==> config.mk <==
export PLATFORM = sky130hd
export DESIGN_NAME = track_machine_motion_classifier_top
export DESIGN_NICKNAME = d
export VERILOG_FILES = /design/src/hdl/tmmc_pkg.sv /design/src/hdl/track_machine_motion_classifier_top.sv
export VERILOG_INCLUDE_DIRS = /design/src /design/src/hdl
export SDC_FILE = /design/constraint.sdc
export NUM_CORES = 1
export LEC_CHECK = 0
export BUFFER_PORTS_ARGS = -buffer_cell sky130_fd_sc_hd__buf_2
export CAP_MARGIN = 20
export CORE_ASPECT_RATIO = 0.8
export CORE_MARGIN = 8
export CORE_UTILIZATION = 62
export DETAILED_ROUTE_END_ITERATION = 10
export PLACE_DENSITY_LB_ADDON = 0.05
export SLEW_MARGIN = 5
export SYNTH_ARGS = -nofsm -noshare
export SYNTH_HDL_FRONTEND = slang
export SYNTH_SLANG_ARGS = --single-unit
==> constraint.sdc <==
create_clock -name i_clk -period 7 [get_ports i_clk]
set_clock_uncertainty 0.2 [all_clocks]
set_input_delay 0.35 -clock i_clk [delete_from_list [all_inputs] [get_ports i_clk]]
set_output_delay 0.35 -clock i_clk [all_outputs]
set_load 0.005 [all_outputs]
==> src/hdl/track_machine_motion_classifier_top_assert.svh <==
// ----------------------------------------------------------------------------
// track machine motion classifier assertion macros
// concurrent checks sampled on i_clk, off while i_rst_n is low
// ----------------------------------------------------------------------------
`ifndef TRACK_MACHINE_MOTION_CLASSIFIER_TOP_ASSERT_SVH
`define TRACK_MACHINE_MOTION_CLASSIFIER_TOP_ASSERT_SVH

// same-cycle implication
`define TMMC_ASSERT_NOW(label, ante, cons, msg) \
    label: assert property (@(posedge i_clk) disable iff (!i_rst_n) \
        (ante) |-> (cons)) else $error(msg);

// next-cycle implication
`define TMMC_ASSERT_NEXT(label, ante, cons, msg) \
    label: assert property (@(posedge i_clk) disable iff (!i_rst_n) \
        (ante) |=> (cons)) else $error(msg);

`endif

==> src/hdl/tmmc_pkg.sv <==
// ----------------------------------------------------------------------------
// tmmc_pkg
// shared constants of the track machine motion classifier
// ----------------------------------------------------------------------------
`timescale 1ns / 1ps

package tmmc_pkg;

    localparam int SPEED_BITS_DEF = 16;
    localparam int LIMIT_W        = 15;
    localparam int CODE_W         = 4;
    localparam int CFG_IDX_W      = 3;
    localparam int FLAG_W         = 4;
    localparam int OUT_FLAG_W     = 2;
    localparam int OUT_DATA_W     = 8;

    // motion class codes
    localparam logic [CODE_W-1:0] CODE_IDLE     = 4'd0;
    localparam logic [CODE_W-1:0] CODE_CUT      = 4'd1;
    localparam logic [CODE_W-1:0] CODE_FWD      = 4'd2;
    localparam logic [CODE_W-1:0] CODE_REV      = 4'd3;
    localparam logic [CODE_W-1:0] CODE_TURN     = 4'd4;
    localparam logic [CODE_W-1:0] CODE_NODISP   = 4'd5;
    localparam logic [CODE_W-1:0] CODE_CONFLICT = 4'd6;
    localparam logic [CODE_W-1:0] CODE_RELOC    = 4'd7;
    localparam logic [CODE_W-1:0] CODE_UNKNOWN  = 4'd8;

    // register indexes
    localparam logic [CFG_IDX_W-1:0] REG_TRACK_STATIC = 3'd0;
    localparam logic [CFG_IDX_W-1:0] REG_TRACK_MOVE   = 3'd1;
    localparam logic [CFG_IDX_W-1:0] REG_LIDAR_STATIC = 3'd2;
    localparam logic [CFG_IDX_W-1:0] REG_LIDAR_MOVE   = 3'd3;
    localparam logic [CFG_IDX_W-1:0] REG_TURN_DELTA   = 3'd4;
    localparam logic [CFG_IDX_W-1:0] REG_VIB_STATIC   = 3'd5;

    // register reset values, Q7.8
    localparam logic [LIMIT_W-1:0] RST_TRACK_STATIC = 15'd26;
    localparam logic [LIMIT_W-1:0] RST_TRACK_MOVE   = 15'd51;
    localparam logic [LIMIT_W-1:0] RST_LIDAR_STATIC = 15'd13;
    localparam logic [LIMIT_W-1:0] RST_LIDAR_MOVE   = 15'd26;
    localparam logic [LIMIT_W-1:0] RST_TURN_DELTA   = 15'd26;
    localparam logic [LIMIT_W-1:0] RST_VIB_STATIC   = 15'd64;

    // stage 2 decisions
    typedef struct packed {
        logic bad_order;
        logic fault;
        logic reloc;
        logic cutting;
        logic still_track;
        logic still_lidar;
        logic moving_lidar;
        logic calm_imu;
        logic turn;
        logic fwd;
        logic rev;
    } t_decision;

endpackage

==> src/hdl/track_machine_motion_classifier_top.sv <==
// ----------------------------------------------------------------------------
// track_machine_motion_classifier_top
// path: an accepted sample passes the stage 1, stage 2 and stage 3 registers, and
//   the result is driven from the stage 3 register
// throughput: one sample per cycle, three register stages with per-stage
//   valid bits and a stall that backs up stage by stage
// reset: synchronous active low, clears valid bits and loads default limits
// classifies one sample of track, lidar and imu data into a motion class
// ----------------------------------------------------------------------------
`timescale 1ns / 1ps

`include "track_machine_motion_classifier_top_assert.svh"

module track_machine_motion_classifier_top #(
    parameter int SPEED_BITS = tmmc_pkg::SPEED_BITS_DEF,
    localparam int IN_DATA_W = ((4 * SPEED_BITS + 7) / 8) * 8
) (
    input  logic                              i_clk,
    input  logic                              i_rst_n,
    // configuration
    input  logic                              i_cfg_wr_en,
    input  logic [tmmc_pkg::CFG_IDX_W-1:0]    i_cfg_index,
    input  logic [tmmc_pkg::LIMIT_W-1:0]      i_cfg_wdata,
    // sample input
    input  logic                              s_axis_tvalid,
    output logic                              s_axis_tready,
    // left_speed, right_speed, lidar_speed_in, vibration_level, zero pad
    input  logic [IN_DATA_W-1:0]              s_axis_tdata,
    // signal_fault, relocalizing_flag, cutter_running, imu_healthy
    input  logic [tmmc_pkg::FLAG_W-1:0]       s_axis_tuser,
    // result output
    output logic                              m_axis_tvalid,
    input  logic                              m_axis_tready,
    // state_code, zero pad
    output logic [tmmc_pkg::OUT_DATA_W-1:0]   m_axis_tdata,
    // map_write_ok, pose_frozen
    output logic [tmmc_pkg::OUT_FLAG_W-1:0]   m_axis_tuser
);

    import tmmc_pkg::*;

    localparam int CW = (SPEED_BITS + 2 > 17) ? SPEED_BITS + 2 : 17;

    // configuration registers
    logic [LIMIT_W-1:0] r_track_static;
    logic [LIMIT_W-1:0] r_track_move;
    logic [LIMIT_W-1:0] r_lidar_static;
    logic [LIMIT_W-1:0] r_lidar_move;
    logic [LIMIT_W-1:0] r_turn_delta;
    logic [LIMIT_W-1:0] r_vib_static;

    always_ff @(posedge i_clk) begin
        if (!i_rst_n) begin
            r_track_static <= RST_TRACK_STATIC;
            r_track_move   <= RST_TRACK_MOVE;
            r_lidar_static <= RST_LIDAR_STATIC;
            r_lidar_move   <= RST_LIDAR_MOVE;
            r_turn_delta   <= RST_TURN_DELTA;
            r_vib_static   <= RST_VIB_STATIC;
        end else if (i_cfg_wr_en) begin
            unique case (i_cfg_index)
                REG_TRACK_STATIC: r_track_static <= i_cfg_wdata;
                REG_TRACK_MOVE:   r_track_move   <= i_cfg_wdata;
                REG_LIDAR_STATIC: r_lidar_static <= i_cfg_wdata;
                REG_LIDAR_MOVE:   r_lidar_move   <= i_cfg_wdata;
                REG_TURN_DELTA:   r_turn_delta   <= i_cfg_wdata;
                REG_VIB_STATIC:   r_vib_static   <= i_cfg_wdata;
                default: ;
            endcase
        end
    end

    // limits widened to the compare width
    logic signed [CW-1:0] lim_track_static, lim_track_move, lim_lidar_static;
    logic signed [CW-1:0] lim_lidar_move, lim_turn_delta, lim_vib_static;
    logic signed [CW-1:0] neg_track_move, neg_turn_delta;

    assign lim_track_static = $signed({{(CW-LIMIT_W){1'b0}}, r_track_static});
    assign lim_track_move   = $signed({{(CW-LIMIT_W){1'b0}}, r_track_move});
    assign lim_lidar_static = $signed({{(CW-LIMIT_W){1'b0}}, r_lidar_static});
    assign lim_lidar_move   = $signed({{(CW-LIMIT_W){1'b0}}, r_lidar_move});
    assign lim_turn_delta   = $signed({{(CW-LIMIT_W){1'b0}}, r_turn_delta});
    assign lim_vib_static   = $signed({{(CW-LIMIT_W){1'b0}}, r_vib_static});
    assign neg_track_move   = -lim_track_move;
    assign neg_turn_delta   = -lim_turn_delta;

    // stage handshake
    logic r1_valid, r2_valid, r3_valid;
    logic ready1, ready2, ready3;

    assign ready3        = !r3_valid || m_axis_tready;
    assign ready2        = !r2_valid || ready3;
    assign ready1        = !r1_valid || ready2;
    assign s_axis_tready = ready1;

    // stage 1: widen, magnitudes, difference
    logic [SPEED_BITS-1:0] in_left, in_right, in_lidar, in_vib;
    logic signed [CW-1:0]  x_left, x_right, x_lidar, x_vib;

    assign in_left  = s_axis_tdata[SPEED_BITS-1:0];
    assign in_right = s_axis_tdata[2*SPEED_BITS-1:SPEED_BITS];
    assign in_lidar = s_axis_tdata[3*SPEED_BITS-1:2*SPEED_BITS];
    assign in_vib   = s_axis_tdata[4*SPEED_BITS-1:3*SPEED_BITS];

    assign x_left  = $signed({{(CW-SPEED_BITS){in_left[SPEED_BITS-1]}}, in_left});
    assign x_right = $signed({{(CW-SPEED_BITS){in_right[SPEED_BITS-1]}}, in_right});
    assign x_lidar = $signed({{(CW-SPEED_BITS){in_lidar[SPEED_BITS-1]}}, in_lidar});
    assign x_vib   = $signed({{(CW-SPEED_BITS){in_vib[SPEED_BITS-1]}}, in_vib});

    logic signed [CW-1:0] r1_left, r1_right, r1_mag_left, r1_mag_right;
    logic signed [CW-1:0] r1_mag_lidar, r1_diff, r1_vib;
    logic                 r1_left_pos, r1_left_neg, r1_right_pos, r1_right_neg;
    logic                 r1_fault, r1_reloc, r1_cutting, r1_imu_ok, r1_bad_order;

    always_ff @(posedge i_clk) begin
        if (!i_rst_n) begin
            r1_valid <= 1'b0;
        end else if (ready1) begin
            r1_valid <= s_axis_tvalid;
        end
    end

    always_ff @(posedge i_clk) begin
        if (ready1) begin
            r1_left      <= x_left;
            r1_right     <= x_right;
            r1_mag_left  <= x_left[CW-1] ? -x_left : x_left;
            r1_mag_right <= x_right[CW-1] ? -x_right : x_right;
            r1_mag_lidar <= x_lidar[CW-1] ? -x_lidar : x_lidar;
            r1_diff      <= x_left - x_right;
            r1_vib       <= x_vib;
            r1_left_pos  <= !in_left[SPEED_BITS-1] && (in_left != '0);
            r1_left_neg  <= in_left[SPEED_BITS-1];
            r1_right_pos <= !in_right[SPEED_BITS-1] && (in_right != '0);
            r1_right_neg <= in_right[SPEED_BITS-1];
            r1_fault     <= s_axis_tuser[0];
            r1_reloc     <= s_axis_tuser[1];
            r1_cutting   <= s_axis_tuser[2];
            r1_imu_ok    <= s_axis_tuser[3];
            r1_bad_order <= (r_track_move < r_track_static) ||
                            (r_lidar_move < r_lidar_static);
        end
    end

    // stage 2: threshold compares
    t_decision n2_dec, r2_dec;

    always_comb begin
        n2_dec.bad_order    = r1_bad_order;
        n2_dec.fault        = r1_fault;
        n2_dec.reloc        = r1_reloc;
        n2_dec.cutting      = r1_cutting;
        n2_dec.still_track  = (r1_mag_left <= lim_track_static) &&
                              (r1_mag_right <= lim_track_static);
        n2_dec.still_lidar  = r1_mag_lidar <= lim_lidar_static;
        n2_dec.moving_lidar = r1_mag_lidar >= lim_lidar_move;
        n2_dec.calm_imu     = r1_imu_ok && (r1_vib <= lim_vib_static);
        n2_dec.turn         = (r1_diff >= lim_turn_delta) || (r1_diff <= neg_turn_delta) ||
                              (r1_left_neg && r1_right_pos) || (r1_left_pos && r1_right_neg);
        n2_dec.fwd          = (r1_left >= lim_track_move) && (r1_right >= lim_track_move);
        n2_dec.rev          = (r1_left <= neg_track_move) && (r1_right <= neg_track_move);
    end

    always_ff @(posedge i_clk) begin
        if (!i_rst_n) begin
            r2_valid <= 1'b0;
        end else if (ready2) begin
            r2_valid <= r1_valid;
        end
    end

    always_ff @(posedge i_clk) begin
        if (ready2) begin
            r2_dec <= n2_dec;
        end
    end

    // stage 3: priority chain
    logic [CODE_W-1:0] n3_code, r3_code;

    always_comb begin
        if (r2_dec.fault || r2_dec.bad_order) begin
            n3_code = CODE_CONFLICT;
        end else if (r2_dec.reloc) begin
            n3_code = CODE_RELOC;
        end else if (r2_dec.still_track && !r2_dec.still_lidar) begin
            n3_code = CODE_CONFLICT;
        end else if (r2_dec.still_track && r2_dec.cutting) begin
            n3_code = CODE_CUT;
        end else if (r2_dec.still_track && r2_dec.calm_imu) begin
            n3_code = CODE_IDLE;
        end else if (r2_dec.turn) begin
            n3_code = r2_dec.moving_lidar ? CODE_TURN : CODE_NODISP;
        end else if (r2_dec.fwd) begin
            n3_code = r2_dec.moving_lidar ? CODE_FWD : CODE_NODISP;
        end else if (r2_dec.rev) begin
            n3_code = r2_dec.moving_lidar ? CODE_REV : CODE_NODISP;
        end else begin
            n3_code = CODE_UNKNOWN;
        end
    end

    always_ff @(posedge i_clk) begin
        if (!i_rst_n) begin
            r3_valid <= 1'b0;
        end else if (ready3) begin
            r3_valid <= r2_valid;
        end
    end

    always_ff @(posedge i_clk) begin
        if (ready3) begin
            r3_code <= n3_code;
        end
    end

    logic map_write_ok, pose_frozen;

    always_comb begin
        case (r3_code)
            CODE_IDLE, CODE_FWD: map_write_ok = 1'b1;
            default:             map_write_ok = 1'b0;
        endcase
        case (r3_code)
            CODE_IDLE, CODE_CUT, CODE_NODISP, CODE_CONFLICT, CODE_RELOC:
                pose_frozen = 1'b1;
            default:
                pose_frozen = 1'b0;
        endcase
    end

    assign m_axis_tvalid = r3_valid;
    assign m_axis_tdata  = {{(OUT_DATA_W-CODE_W){1'b0}}, r3_code};
    assign m_axis_tuser  = {pose_frozen, map_write_ok};

    `TMMC_ASSERT_NEXT(a_in_lands_s1, s_axis_tvalid && s_axis_tready, r1_valid,
        "accepted sample did not reach stage 1")
    `TMMC_ASSERT_NEXT(a_fault_conflict, r2_valid && ready3 && (r2_dec.fault || r2_dec.bad_order),
        r3_code == CODE_CONFLICT, "fault or bad ordering did not give conflict")
    `TMMC_ASSERT_NOW(a_code_range, m_axis_tvalid,
        r3_code <= CODE_UNKNOWN, "state code out of range")
    `TMMC_ASSERT_NOW(a_flags_exclusive, m_axis_tvalid && map_write_ok,
        !pose_frozen || r3_code == CODE_IDLE, "map write allowed while pose frozen")
    `TMMC_ASSERT_NEXT(a_stall_holds, r3_valid && !m_axis_tready,
        r3_valid && $stable(r3_code), "stalled result changed")

endmodule

==> flow_metrics.py <==
metrics = {
    "outcome": {
        "status": "complete, no violations",
    },
    "power": {
        "combinationalPowerShare": 0.159,
        "power.internal_mw": 2.572,
        "clock_power_share": 0.375,
        "power_density_mw_per_mm2": 205.2,
        "p_seq_frac": 0.467,
        "p_leak_nw": 7.127,
        "switchingPower_uw": 900.9,
        "swShare": 0.2594,
        "vdd_drop_max_mv": 0.1817,
    },
    "synthesis": {
        "synth_area_leaders": "edfxtp_1, ha_1, dfxtp_1, nand2_1, xnor2_1",
        "yosysWarnings": 0,
        "synth_top_area_frac": 0.2860,
        "ys_types": 62,
        "ys_ff_latch": 232,
        "synth_ff_type": "edfxtp_1",
        "syn_avg_cell_area_sq_um": 9.808,
        "synth_area_leader_cell": "edfxtp_1",
        "netlist_instances": 1488,
        "synth_edf_count": 139,
        "syn_area_sq_mm": 0.01459,
        "synth-async-reset-ratio": 0,
        "yosysSeqAreaShare": 0.4136,
    },
    "clock_network": {
        "ctsRootBufferMaster": "clkbuf_16",
        "numCtsBuffers": 24,
        "post_cts_buffers": 0,
        "cts_num_sinks": 232,
        "cts.htree.levels": 1,
        "cts_buffer_depth": 3,
        "clk_pin_slew_ps": 70,
        "cts_tree": "built",
        "hold_buffers": 73,
        "clock_latency_ps": 520,
        "cts_resized": 0,
    },
    "layout": {
        "syn2layout_area_growth_pct": 15.96,
        "stdcell_count": 1987,
        "final_util": 0.7272,
        "mostFrequentLayoutCells": "ha_1, nand2_1, edfxtp_1",
        "diodes": 0,
        "final_common_cell": "ha_1",
        "fin_nets": 1971,
        "drive_above_1_share": 0.09015,
    },
    "routing": {
        "vias_per_cell": 5.917,
        "drt.antenna.violating_nets": 0,
        "drcViolationCount": 0,
        "wl_per_cell_microns": 20.05,
        "routed_wl_mm": 39.83,
        "drt_iter0_drc": 998,
        "dr.pass1.iters": 7,
        "via_count": 11760,
    },
    "sta": {
        "max_freq_mhz": 282.4,
        "rsz0062_at_grt": "no",
        "tns_ps": 0,
        "maxSlewHeadroom": 0.3213,
        "setup_viol": 0,
        "maxSlewViolCount": 0,
        "worstMarginPinSlew_ps": 1014,
        "hold_violations": 0,
        "fin_crit_ps": 3540,
        "period_share": 0.5058,
    },
    "place": {
        "dp_cells": 1869,
        "dp_hpwl_mm": 29.82,
        "port_buffers": 98,
        "place.gp.congestion": 0.9892,
    },
    "floorplanning": {
        "core-area_sq_mm": 0.02327,
        "dieArea_sq_mm": 0.02873,
        "ios": 103,
        "die_y_microns": 153.2,
        "start_util": 0.6271,
        "die_w_microns": 187.5,
        "num_rows": 50,
    },
    "global_routing": {
        "antenna_found_initial": 1,
        "grt_pass1_wl_mm": 62.09,
        "grt_max_degree": 94,
        "overflow": 0,
        "track_usage": 0.2695,
        "grt_pass1_vias": 11430,
    },
    "critical_path": {
        "critical_path_peak_fanout": 6,
        "r2r_start": "r_track_move[2]$_SDFFE_PN0P_",
        "worst_r2r_endpoint": "r2_dec[0]$_DFFE_PP_",
        "r2r_cells": 10,
        "crit_arrival_ps": 3680,
        "critPathRequiredTime_ps": 7140,
        "end_kind": "flip-flop",
        "crit_type": "flip-flop to flip-flop",
        "r2r_slack_ps": 3460,
        "crit_path_start_kind": "flip-flop",
    },
    "job": {
        "cap_violations": 0,
    },
    "min_path": {
        "worstHoldStart": "i_cfg_wdata[5]",
        "min_path_type": "input pin to flip-flop",
        "holdPathStages": 3,
        "hold_end": "r_vib_static[5]$_SDFFE_PN0P_",
    },
}
## metal layers
| metal | up-vias | track usage | share of wire | wire length (microns) |
|---|---|---|---|---|
| met3 | 63 | 0.05639 | 0.076 | 3046 |
| met2 | 375 | 0.4094 | 0.43 | 17130 |
| met5 | - | 0 | 0 | 0 |
| li1 | 5749 | - | - | - |
| met4 | 0 | 0.06367 | 0.023 | 901 |
| met1 | 5570 | 0.3875 | 0.47 | 18750 |
## Yosys cell counts, drive strengths merged (32+ instances only)
| cell | number |
|---|---|
| nand3 | 32 |
| clkbuf | 32 |
| edfxtp | 139 |
| a21boi | 76 |
| nand2 | 212 |
| a21oi | 54 |
| o21ai | 56 |
| a21o | 46 |
| nor2 | 57 |
| ha | 222 |
| inv | 133 |
| xnor2 | 68 |
| dfxtp | 93 |
## critical path: stages, from the launching register on
cell and delay [ps]:
dfxtp_1 380, nor4_1 580, nand3_1 250, nor4_1 270, xnor2_1 170, ha_1 200, a21o_1 150, a211o_1 320
a2111oi_0 540, o31ai_1 150, a22oi_1 170
## registers in the layout, summed over array words and instances (netlist names), 4 cells and up
register        cells
r_track_move       15
r2_dec             11
r_lidar_move       15
r_lidar_static     15
r1_vib             16
r1_mag_left        17
r3_code             4
r1_left            16
r1_mag_lidar       18
r_turn_delta       15
r1_right           16
r_vib_static       15
r1_diff            17
r_track_static     15
r1_mag_right       17
## area by class of cell
cell class / instances / area, sq um
clock buffer: 37 / 743.2
clock inverter: 7 / 71.32
fill: 1725 / 6349
inverter: 133 / 499.2
multi-input combinational: 1090 / 7925
sequential: 232 / 6036
tap: 312 / 390.4
timing repair buffer: 176 / 1259
## power groups by stage
| stage | Combinational [mW] | Clock (mW) | Sequential, mW |
|---|---|---|---|
| 6_report | 0.551 | 1.30 | 1.62 |
| 4_1_cts | 0.543 | 1.32 | 1.62 |
| 3_5_place_dp | 0.506 | 0 | 1.65 |
| 5_1_grt | 0.621 | 1.36 | 1.63 |
| 3_3_place_gp | 0.490 | 0 | 1.64 |
| 2_1_floorplan | 0.349 | 0 | 1.61 |
## logic make-up (layout without fill, tap and decap cells)
family	count (synthesis)	after routing	synth area share
muxes	1	1	0.0006859
AOI/OAI and AO/OA	353	353	0.1678
other	1	8	0.0002570
and+or+nand+nor	434	434	0.1373
DFF	232	232	0.4136
buffers and inverters	173	353	0.04604
adders and majority gates	223	223	0.1917
xor gates and xnor gates	71	71	0.04261
## per-stage QoR
| step | total power, mW | setup WS (ps) | hold slack [ps] | instance area (sq um) |
|---|---|---|---|---|
| after floorplan | 1.961 | 1957 | 200.3 | 14620 |
| after global placement | 2.135 | 3486 | 206.9 | 15370 |
| after detailed placement | 2.152 | 3432 | 214.8 | 15370 |
| after CTS | 3.476 | 3407 | 0.7265 | 16920 |
| after global routing | 3.612 | 3078 | 15.23 | 16920 |
| final | 3.473 | 3460 | 5.595 | 16920 |
## worst max path at each step
stage               slack [ps]                         start                      to  cells past startpoint
floorplan                 1960    m_axis_tvalid$_SDFFE_PN0P_  r1_bad_order$_DFFE_PP_                      2
global placement          3490  r_track_move[2]$_SDFFE_PN0P_     r2_dec[0]$_DFFE_PP_                     10
detailed placement        3430  r_track_move[2]$_SDFFE_PN0P_     r2_dec[0]$_DFFE_PP_                     10
CTS                       3410  r_track_move[2]$_SDFFE_PN0P_     r2_dec[0]$_DFFE_PP_                     10
global route              3080  r_track_move[2]$_SDFFE_PN0P_     r2_dec[0]$_DFFE_PP_                     10
finish                    3460  r_track_move[2]$_SDFFE_PN0P_     r2_dec[0]$_DFFE_PP_                     10
Power figures use the tool's default switching activity.
